===== src/rtl/core/cpd_pkg.sv =====
package cpd_pkg;

    // Field widths
    localparam int COORD_W = 24;
    localparam int POINT_W = 2 * COORD_W;
    localparam int DIFF_W  = COORD_W + 1;
    localparam int SQD_W   = 2 * COORD_W;
    localparam int BEST_W  = 51;
    localparam int SQ_W    = 52;
    localparam int HALF_W  = 26;

    localparam logic [BEST_W-1:0] BEST_INIT = {BEST_W{1'b1}};

    // Input beat: one point
    typedef struct packed {
        logic signed [COORD_W-1:0] point_x;
        logic signed [COORD_W-1:0] point_y;
        logic                      last_point;
    } t_in_beat;

    // Output beat: one result per set
    typedef struct packed {
        logic [SQ_W-1:0]   min_dist_sq;
        logic [HALF_W-1:0] half_distance;
        logic              no_pair;
    } t_out_beat;

    // Controller to datapath commands
    typedef struct packed {
        logic wr_en;
        logic rd_en;
        logic rd_anchor;
        logic sqrt_start;
        logic out_load;
        logic out_no_pair;
        logic clr_best;
    } t_dp_cmd;

    // Datapath to controller status
    typedef struct packed {
        logic pipe_busy;
        logic sqrt_done;
    } t_dp_sts;

endpackage


===== src/rtl/core/cpd_ctrl.sv =====
module cpd_ctrl #(
    parameter int MAX_POINTS = 1024,
    localparam int AW = (MAX_POINTS > 1) ? $clog2(MAX_POINTS) : 1,
    localparam int CW = $clog2(MAX_POINTS + 1)
) (
    input  logic              i_clk,
    input  logic              i_rst_n,
    input  logic              i_in_valid,
    input  logic              i_last_point,
    output logic              o_in_stall,
    output logic              o_out_valid,
    input  logic              i_out_stall,
    output cpd_pkg::t_dp_cmd  o_cmd,
    output logic [AW-1:0]     o_wr_addr,
    output logic [AW-1:0]     o_rd_addr,
    input  cpd_pkg::t_dp_sts  i_sts
);

    typedef enum logic [2:0] {
        S_LOAD,
        S_ANCHOR,
        S_SCAN,
        S_DRAIN,
        S_ROOT,
        S_FINISH
    } t_state;

    t_state        r_state;
    logic [CW-1:0] r_count;
    logic [AW-1:0] r_i;
    logic [AW-1:0] r_j;
    logic          r_no_pair;
    logic          r_out_vld;
    logic          w_full;
    logic [CW-1:0] w_count_after;
    logic          w_i_last;
    logic          w_j_last;
    logic          w_out_free;

    assign w_full        = (r_count == CW'(MAX_POINTS));
    assign w_count_after = w_full ? r_count : r_count + 1'b1;
    assign w_i_last      = (r_i == r_j - 1'b1);
    assign w_j_last      = (CW'(r_j) == r_count - 1'b1);
    assign w_out_free    = !r_out_vld || !i_out_stall;

    // Sequence load, pair walk, root and hand-off
    always_ff @(posedge i_clk) begin
        if (!i_rst_n) begin
            r_state   <= S_LOAD;
            r_count   <= '0;
            r_i       <= '0;
            r_j       <= '0;
            r_no_pair <= 1'b0;
            r_out_vld <= 1'b0;
        end else begin
            if (r_out_vld && !i_out_stall) begin
                r_out_vld <= 1'b0;
            end
            case (r_state)
                S_LOAD: begin
                    if (i_in_valid) begin
                        r_count <= w_count_after;
                        if (i_last_point) begin
                            if (w_count_after < CW'(2)) begin
                                r_no_pair <= 1'b1;
                                r_state   <= S_FINISH;
                            end else begin
                                r_no_pair <= 1'b0;
                                r_j       <= AW'(1);
                                r_state   <= S_ANCHOR;
                            end
                        end
                    end
                end
                S_ANCHOR: begin
                    r_i     <= '0;
                    r_state <= S_SCAN;
                end
                S_SCAN: begin
                    if (w_i_last) begin
                        if (w_j_last) begin
                            r_state <= S_DRAIN;
                        end else begin
                            r_j     <= r_j + 1'b1;
                            r_state <= S_ANCHOR;
                        end
                    end else begin
                        r_i <= r_i + 1'b1;
                    end
                end
                S_DRAIN: begin
                    if (!i_sts.pipe_busy) begin
                        r_state <= S_ROOT;
                    end
                end
                S_ROOT: begin
                    if (i_sts.sqrt_done) begin
                        r_state <= S_FINISH;
                    end
                end
                S_FINISH: begin
                    if (w_out_free) begin
                        r_out_vld <= 1'b1;
                        r_count   <= '0;
                        r_state   <= S_LOAD;
                    end
                end
                default: begin
                    r_state <= S_LOAD;
                end
            endcase
        end
    end

    // Datapath commands
    always_comb begin
        o_cmd             = '0;
        o_cmd.wr_en       = (r_state == S_LOAD) && i_in_valid && !w_full;
        o_cmd.rd_en       = (r_state == S_ANCHOR) || (r_state == S_SCAN);
        o_cmd.rd_anchor   = (r_state == S_ANCHOR);
        o_cmd.sqrt_start  = (r_state == S_DRAIN) && !i_sts.pipe_busy;
        o_cmd.out_load    = (r_state == S_FINISH) && w_out_free;
        o_cmd.out_no_pair = r_no_pair;
        o_cmd.clr_best    = (r_state == S_FINISH) && w_out_free;
    end

    assign o_wr_addr   = r_count[AW-1:0];
    assign o_rd_addr   = (r_state == S_ANCHOR) ? r_j : r_i;
    assign o_in_stall  = (r_state != S_LOAD);
    assign o_out_valid = r_out_vld;

endmodule


===== config.mk =====
export PLATFORM = sky130hd
export DESIGN_NAME = cpd_ctrl
export DESIGN_NICKNAME = d
export VERILOG_FILES = /design/src/rtl/core/cpd_pkg.sv /design/src/rtl/core/cpd_ctrl.sv
export SDC_FILE = /design/constraint.sdc
export NUM_CORES = 1
export LEC_CHECK = 0
export ABC_AREA = 1
export BUFFER_PORTS_ARGS = -buffer_cell sky130_fd_sc_hd__buf_4
export CORE_AREA = 2 2 94 96
export CTS_BUF_LIST = sky130_fd_sc_hd__clkbuf_4 sky130_fd_sc_hd__clkbuf_8
export DETAILED_ROUTE_END_ITERATION = 7
export DIE_AREA = 0 0 96 98
export GPL_TIMING_DRIVEN = 0
export PLACE_DENSITY = 0.67
export SLEW_MARGIN = 20
export SYNTH_ARGS = -nofsm -noshare
export SYNTH_HDL_FRONTEND = slang
export SYNTH_SLANG_ARGS = --single-unit

===== constraint.sdc =====
create_clock -name i_clk -period 5.11 [get_ports i_clk]
set_input_delay 0.511 -clock i_clk [delete_from_list [all_inputs] [get_ports i_clk]]
set_output_delay 0.511 -clock i_clk [all_outputs]
set_load 0.02 [all_outputs]

==> out/qor.txt, run 1 <==
placer's final routability congestion estimate = 0.945
die area = 9410 um^2
status = finished clean
final-layout fill cell count = 882
critical hold path startpoint = r_no_pair$_SDFFE_PN0P_
Final ANT Viol Nets = 0
clk_skew = 0.00830 ns
data arrival time at the worst-slack endpoint = 2.09 ns
worst-path maximum fanout = 10
drt drc = 0
Starting Density = 39.0%
Min-Delay Path Class = flip-flop to flip-flop
number of setup buffers added after CTS = 0
post-detail-place hpwl = 7150 um
Slew @ Worst Pin = 0.537 ns
CP Buf/Inv Count = 4
setup TNS = 0 ns
Post-Syn Area = 3300 um^2
vias post-DR = 3501
first-pass GRT wire length = 15300 um
largest net degree at the start of global routing = 12
Root Buffer = clkbuf_8
crit path time final = 2.60 ns
number of global-route vias before repair = 3283
CTS sink cnt = 36
port buffer count = 35
wire length on met2 = 4480 um
Worst setup EP type = primary output
# resized after CTS = 0
number of flops mapped to enable cells by yosys = 0
Metal-1 WL = 4020 um
Final Hold Viols = 0
initial antenna violation count = 0
Final Setup Violations = 0
CP Cell Sequence = inv_2 -> nor2_1 -> inv_2 -> nor2_1 -> clkbuf_1 -> nand2_1 -> o21ai_0 -> buf_4
Post-Route WL = 9150 um
MaxCap Viol Count = 0
vias per inst = 5.02
Synth Instances = 546
Critical Path RT = 4.60 ns
Netlist cell types = 36
TritonCTS Buffers = 5
Async S/R FF share, synth = 0%
clock buffer depth = 2
top sig layer = met4
drt first pass iters = 5
number of cell rows = 34
RSZ-0062 raised after global routing = no
CTS Hold Bufs = 0
critical path's slowest cell = dfxtp_1
Pins Over Slew Limit = 0
Yosys top cell area share = 21.8%
die width = 96 um
area of the multi-input gates = 2090 um^2
Die Height = 98 um
GRT Residual Overflow = 0
sequential element share of the synthesized area = 21.8%
register area = 721 um^2
worst reg2reg setup slack = 2.72 ns
initial detailed-routing violation count = 226
post-synth top area cell = dfxtp_1
RR Startpoint = r_j[1]$_SDFFE_PN0P_
pwr/cell area = 351 nW/um^2
CP delay by family, top = buffers and inverters
Area growth syn-to-layout = 15.0%
fmax = 385 MHz
CTS tree = done
Tot GR Track Use = 20.3%
htree depth = 2
DR WL met3 = 444 um
CP Class = flip-flop to primary output
Syn Nets = 558
final critical-path setup slack = 2.51 ns
core area = 8470 um^2
Clock Pin Slew Worst Setup and Hold Paths = 0.08 ns
# diodes = 0
FF+latch count, synth = 36
Avg Inst Size Synth = 6.05 um^2
max incr delay on CP = 0.43 ns
Period Utilization, post-route = 50.9%
IO Pins = 36
share of cells above drive strength 1 = 21.2%
Area contributors post-synth = dfxtp_1, nand2_1, nor2_1, nand3_1, xor2_1
later-pin clock latency in the skew report = 0.30 ns
Synth warnings = 0
DR WL/cell = 13.1 um
Slew HR = 64.1%
dpl ws = 2.68 ns
most used flip-flop cell after synthesis = dfxtp_1
CP Launch Point = r_state[0]$_SDFFE_PN0P_
peak supply drop = 236 uV
Critical Path Start Type = flip-flop
Final nets = 600
Leak = 1.71 nW
## stage by stage
step / instances / power (mW) / utilization, % / hold slack [ns] / instance area (um^2)
2_1_floorplan: 546 / 0.911 / - / 0.444 / 3300
3_3_place_gp: 689 / 1.09 / 43.7 / 0.454 / 3700
3_5_place_dp: 689 / 1.10 / 43.7 / 0.464 / 3700
4_1_cts: 697 / 1.33 / 44.9 / 0.475 / 3800
5_1_grt: 697 / 1.45 / 44.9 / 0.502 / 3800
6_report: 697 / 1.33 / 44.9 / 0.475 / 3800
## logic make-up after synthesis
family | synth area share (%)
compound gates | 8.56
xor+xnor | 7.42
fa+ha+maj | 1.89
buf+inv | 14.9
flops | 21.8
simple gates | 45.4
## layout by cell type (no fill, tap or decap), types with 7 or more instances in the layout
master	n
inv_2	12
xor2_1	21
nand2_2	8
xnor2_1	7
buf_6	8
nand2_1	163
dfxtp_1	36
nand4_1	11
nand3_1	40
inv_1	47
o21ai_0	12
nor2_2	10
nor2_1	63
a21oi_1	35
buf_4	51
nor3_1	7
## Yosys cell counts, drive strengths merged (5+ instances only)
library cell / n
buf: 27
nand4: 11
nor2: 79
ha: 5
or2: 9
xor2: 21
inv: 60
clkbuf: 7
dfxtp: 36
nand2: 174
o21ai: 15
nor3: 8
a21oi: 35
xnor2: 7
nand3: 44
## flip-flops by register name, indices dropped and copies added, names as in the netlist
register / flops
r_j: 10
o_out_valid: 1
r_state: 3
r_count: 11
r_i: 10
r_no_pair: 1
## worst reg2reg max path, delay by kind of cell, from the launching register on
| family | cells | cell delay, ns |
|---|---|---|
| AO/OA/AOI/OAI | 1 | 0.07 |
| buffers and inverters | 2 | 0.20 |
| flip-flops | 1 | 0.49 |
| AND/OR/NAND/NOR | 11 | 1.15 |
| adder cells (fa/ha/maj) | 1 | 0.34 |
## area by class of cell
class                           count  share of cell area [%]
Timing Repair Buffer               35                    6.91
Buffer                             35                    6.95
Inverter                           60                    5.99
Clock buffer                        7                    2.37
Tap cell                          108                    3.56
Sequential cell                    36                    19.0
Clock inverter                      1                   0.198
Multi-Input combinational cell    415                    55.1
## where the power goes
part           internal (mW)  switching, mW
Combinational          0.267          0.496
Clock                  0.115          0.119
Sequential             0.303         0.0343
## routing by layer
metal	vias to the layer above	global-route usage [%]
met3	16	2.93
li1	1775	-
met2	102	35.6
met1	1608	25.2
met4	0	5.82
met5	-	0
## final timing paths
check	to	cells after the start
hold reg to reg	r_no_pair$_SDFFE_PN0P_	2
setup reg to reg	r_j[3]$_SDFFE_PN0P_	15
setup / recovery	o_rd_addr[6]	8
hold / removal	r_no_pair$_SDFFE_PN0P_	2
Note: power is estimated with default switching activity, not from simulation.
==> inputs of run 2 (changes only) <==
--- a/config.mk
+++ b/config.mk
@@ -5,14 +5,14 @@
 export SDC_FILE = /design/constraint.sdc
 export NUM_CORES = 1
 export LEC_CHECK = 0
-export ABC_AREA = 1
+export ABC_AREA = 0
 export BUFFER_PORTS_ARGS = -buffer_cell sky130_fd_sc_hd__buf_4
-export CORE_AREA = 2 2 94 96
+export CORE_AREA = 2 2 91 93
 export CTS_BUF_LIST = sky130_fd_sc_hd__clkbuf_4 sky130_fd_sc_hd__clkbuf_8
 export DETAILED_ROUTE_END_ITERATION = 7
-export DIE_AREA = 0 0 96 98
+export DIE_AREA = 0 0 93 95
 export GPL_TIMING_DRIVEN = 0
-export PLACE_DENSITY = 0.67
+export PLACE_DENSITY = 0.69
 export SLEW_MARGIN = 20
 export SYNTH_ARGS = -nofsm -noshare
 export SYNTH_HDL_FRONTEND = slang
==> constraint.sdc (replaced) <==
create_clock -name i_clk -period 2.2 [get_ports i_clk]
set_input_delay 0.22 -clock i_clk [delete_from_list [all_inputs] [get_ports i_clk]]
set_output_delay 0.22 -clock i_clk [all_outputs]
set_load 0.02 [all_outputs]
==> run 2 against run 1 <==
  * The run now ends with setup timing left
  * Non-clock buffer count is 50 higher
  * Clock skew is 0.0027 ns higher
  * Critical path type is now flip-flop to flip-flop
  * Core utilization is 11 points higher
  * Global-route usage is 1.2 points higher
  * Power grew to 2.8 times the previous value
  * Die area is 6.1% lower
  * Cell count is 12% lower
  * Synthesized area is 8.1% lower
  * Synthesized cell count is 22% lower
  * Sequential power is 130% higher
  * Highest routed layer unchanged
  * Hold slack worse by 0.23 ns
==> out/qor.txt, run 2 <==
failing checks = setup timing
Slew HR = 54.5% (was 64.1%)
r2r worst-path depth = 11 (was 15)
fin area = 4470 um^2 (was 3800 um^2)
most used flip-flop cell after synthesis = dfxtp_1 (unchanged)
final core occ = 56.4% (was 44.9%)
share of cells above drive strength 1 = 40.0% (was 21.2%)
vias per inst = 5.72 (was 5.02)
sw frac = 44.1% (was 48.6%)
share of power burned in registers = 20.9% (was 25.3%)
area share of fa/ha/maj cells after synthesis = 2.06% (was 1.89%)
max incr delay on CP = 0.50 ns (was 0.43 ns)
Final nets = 520 (was 600)
clock buffer depth = 2 (unchanged)
Synth Area in XOR/XNOR = 7.78% (was 7.42%)
placer's final routability congestion estimate = 0.812 (was 0.945)
Min-Delay Path Class = input pin to flip-flop (was flip-flop to flip-flop)
Area contributors post-synth = dfxtp_1, nand2_1, xnor2_1, o21ai_0, a21oi_1 (was dfxtp_1, nand2_1, nor2_1, nand3_1, xor2_1)
most frequent cells in the layout = buf_4, nand2_1, nor2_1, dfxtp_1, xnor2_1 (was nand2_1, nor2_1, buf_4, inv_1, nand3_1)
DR WL/cell = 16.3 um (was 13.1 um)
Syn Nets = 439 (was 558)
Critical Path Start Type = flip-flop (unchanged)
data arrival time at the worst-slack endpoint = 3.05 ns (was 2.09 ns)
CTS sink cnt = 36 (unchanged)
Avg Inst Size Synth = 7.11 um^2 (was 6.05 um^2)
Worst setup EP type = flip-flop (was primary output)
multiplexer share of the synthesized area = 0.659% (was 0%)
TritonCTS Buffers = 5 (unchanged)
largest net degree at the start of global routing = 11 (was 12)
post-detail-place hpwl = 6130 um (was 7150 um)
Pins Over Slew Limit = 0 (unchanged)
Critical Path RT = 2.43 ns (was 4.60 ns)
clk_skew = 0.0111 ns (was 0.00830 ns)
Final ANT Viol Nets = 0 (unchanged)
Final Setup Violations = 24 (was 0)
drt drc = 0 (unchanged)
GRT Residual Overflow = 0 (unchanged)
number of flops mapped to enable cells by yosys = 0 (unchanged)
initial antenna violation count = 0 (unchanged)
most common cell after layout, fill and taps aside = buf_4 (was nand2_1)
Period Utilization, post-route = 129%
worst-path maximum fanout = 4 (was 10)
max reg flops = 11 (unchanged)
Synth Area in Compound Gates = 22.4% (was 8.56%)
RSZ-0062 raised after global routing = yes (was no)
post-synth top area cell = dfxtp_1 (unchanged)
largest family of logic cells by synthesized area = simple AND/OR/NAND/NOR gates (unchanged)
port buffer count = 34 (was 35)
pwr/cell area = 838 nW/um^2 (was 351 nW/um^2)
sequential element share of the synthesized area = 23.7% (was 21.8%)
Synth warnings = 0 (unchanged)
CTS tree = done (unchanged)
later-pin clock latency in the skew report = 0.30 ns (about the same)
vias post-DR = 3507 (was 3501)
Cell Int Power = 2.09 mW (was 0.686 mW)
Simple-Gate Fraction of Synth Area = 33.6% (was 45.4%)
Post-Syn Area = 3040 um^2 (was 3300 um^2)
largest registers = r_count (11), r_i (10), r_j (10) (unchanged)
top post-synthesis cells by count = nand2_1, dfxtp_1, o21ai_0 (was nand2_1, nor2_1, inv_1)
most common cell in the netlist = nand2_1 (unchanged)
Async S/R FF share, synth = 0% (unchanged)
CP Class = flip-flop to flip-flop (was flip-flop to primary output)
crit path time final = 2.83 ns
Placed Cells = 566 (was 689)
Hold EP = o_out_valid$_SDFF_PN0_ (was r_no_pair$_SDFFE_PN0P_)
Switch Pwr = 1.65 mW (was 0.649 mW)
Starting Density = 38.3% (was 39.0%)
# diodes = 0 (unchanged)
reg2reg end = r_j[7]$_SDFFE_PN0P_ (was r_j[3]$_SDFFE_PN0P_)
Synth Instances = 427 (was 546)
Clock Pin Slew Worst Setup and Hold Paths = 0.07 ns (was 0.08 ns)
htree depth = 2 (unchanged)
Final Hold Viols = 0 (unchanged)
Root Buffer = clkbuf_8 (unchanged)
fmax = 353 MHz
MaxCap Viol Count = 0 (unchanged)
final critical-path setup slack = -0.629 ns (was 2.51 ns)
die width = 93 um (was 96 um)
CP Cell Sequence = clkbuf_16 -> inv_8 -> ha_4 -> nor2b_4 -> or3_4 -> a311oi_4 -> o21ai_2 -> o31ai_4 -> nand3_4 -> or4_4 -> a21oi_2 (was inv_2 -> nor2_1 -> inv_2 -> nor2_1 -> clkbuf_1 -> nand2_1 -> o21ai_0 -> buf_4)
critical path's slowest cell = or4_4 (was dfxtp_1)
status = finished with violations (was finished clean)
Tot GR Track Use = 21.4% (was 20.3%)
Netlist cell types = 66 (was 36)
number of global-route vias before repair = 3213 (was 3283)
Slew @ Worst Pin = 0.679 ns (was 0.537 ns)
FF+latch count, synth = 36 (unchanged)
initial detailed-routing violation count = 295 (was 226)
first-pass GRT wire length = 15200 um (was 15300 um)
Leak = 1.73 nW (was 1.71 nW)
worst reg2reg setup slack = -0.63 ns (was 2.72 ns)
clock share of power = 12.8% (was 17.5%)
number of cell rows = 33 (was 34)
Comb pwr share = 66.3% (was 57.2%)
Placement Cell Area = 3580 um^2 (was 3700 um^2)
Top reg by flops = r_count (unchanged)
hold path depth = 3 (was 2)
core area = 7930 um^2 (was 8470 um^2)
peak supply drop = 670 uV (was 236 uV)
critical hold path startpoint = i_out_stall (was r_no_pair$_SDFFE_PN0P_)
die area = 8840 um^2 (was 9410 um^2)
Area growth syn-to-layout = 47.1% (was 15.0%)
IO Pins = 36 (unchanged)
Die Height = 95 um (was 98 um)
drt first pass iters = 5 (unchanged)
Post-Route WL = 10000 um (was 9150 um)
Yosys top cell area share = 23.7% (was 21.8%)
Non-Filler Instances = 613 (was 697)
RR Startpoint = r_j[0]$_SDFFE_PN0P_ (was r_j[1]$_SDFFE_PN0P_)
## run 2: repair_timing
action                     in CTS  in global routing
setup buffers                  30                 17
hold buffers                    0                  0
setup endpoints to repair      37                 32
gates resized for setup        78                 57
gates cloned                    0                  1
pin swaps                      34                 28
hold endpoints to repair        0                  0
## run 2: stage by stage
| stage | TNS (ns) | power, mW | setup slack (ns) | hold slack, ns |
|---|---|---|---|---|
| floorplan | -4.89 | 2.06 | -0.363 | 0.411 |
| global placement | -12.19 | 2.45 | -0.745 | 0.531 |
| detailed placement | -12.90 | 2.48 | -0.787 | 0.542 |
| CTS | -9.40 | 3.37 | -0.523 | 0.252 |
| global route | -13.14 | 3.93 | -0.696 | 0.263 |
| finish | -11.36 | 3.74 | -0.629 | 0.248 |
## run 2: routing by layer
layer | up-vias | wire length (um) | global-route usage [%]
li1 | 1673 | - | -
met1 | 1693 | 4250 | 26.6
met2 | 115 | 5060 | 37.9
met3 | 26 | 443 | 3.59
met4 | 0 | 249 | 6.86
met5 | - | 0 | 0
## run 2: power groups by stage
stage                     clock, mW  combinational [mW]  sequential, mW
final                         0.480                2.48           0.782
after global routing          0.509                2.63           0.792
after CTS                     0.479                2.11           0.781
after detailed placement          0                1.69           0.788
after global placement            0                1.67           0.785
after floorplan                   0                1.28           0.774
## run 2: critical path: cells and delay by family (launching register included)
family	cells	cell delay [ns]
fa+ha+maj	1	0.17
simple gates	4	1.10
flops	1	0.35
compound gates	4	0.96
buf+inv	2	0.18
## run 2: worst max-delay path by stage
stage / startpoint / to / slack (ns) / cells past startpoint
final: r_j[0]$_SDFFE_PN0P_ / r_j[7]$_SDFFE_PN0P_ / -0.63 / 11
after global routing: r_j[3]$_SDFFE_PN0P_ / r_j[3]$_SDFFE_PN0P_ / -0.70 / 10
after CTS: r_j[0]$_SDFFE_PN0P_ / r_j[7]$_SDFFE_PN0P_ / -0.52 / 11
after detailed placement: r_j[0]$_SDFFE_PN0P_ / r_state[2]$_SDFFE_PN0P_ / -0.79 / 11
after global placement: r_j[0]$_SDFFE_PN0P_ / r_state[2]$_SDFFE_PN0P_ / -0.74 / 11
after floorplan: r_j[0]$_SDFFE_PN0P_ / r_j[7]$_SDFFE_PN0P_ / -0.36 / 11
## run 2: kinds of logic after synthesis
kind of cell    Yosys count
buf+inv                  62
fa+ha+maj                 5
compound gates          100
simple gates            195
flops                    36
xor+xnor                 27
mux                       2
## run 2: area by class of cell
type                            instances  area [um^2]
Clock buffer                            6         76.3
Timing Repair Buffer                   79          646
Multi-Input combinational cell        330         2470
Inverter                               15         75.1
Sequential cell                        36          739
Buffer                                 41          327
Fill cell                             693         3460
Tap cell                              105          131
Clock inverter                          1         5.00
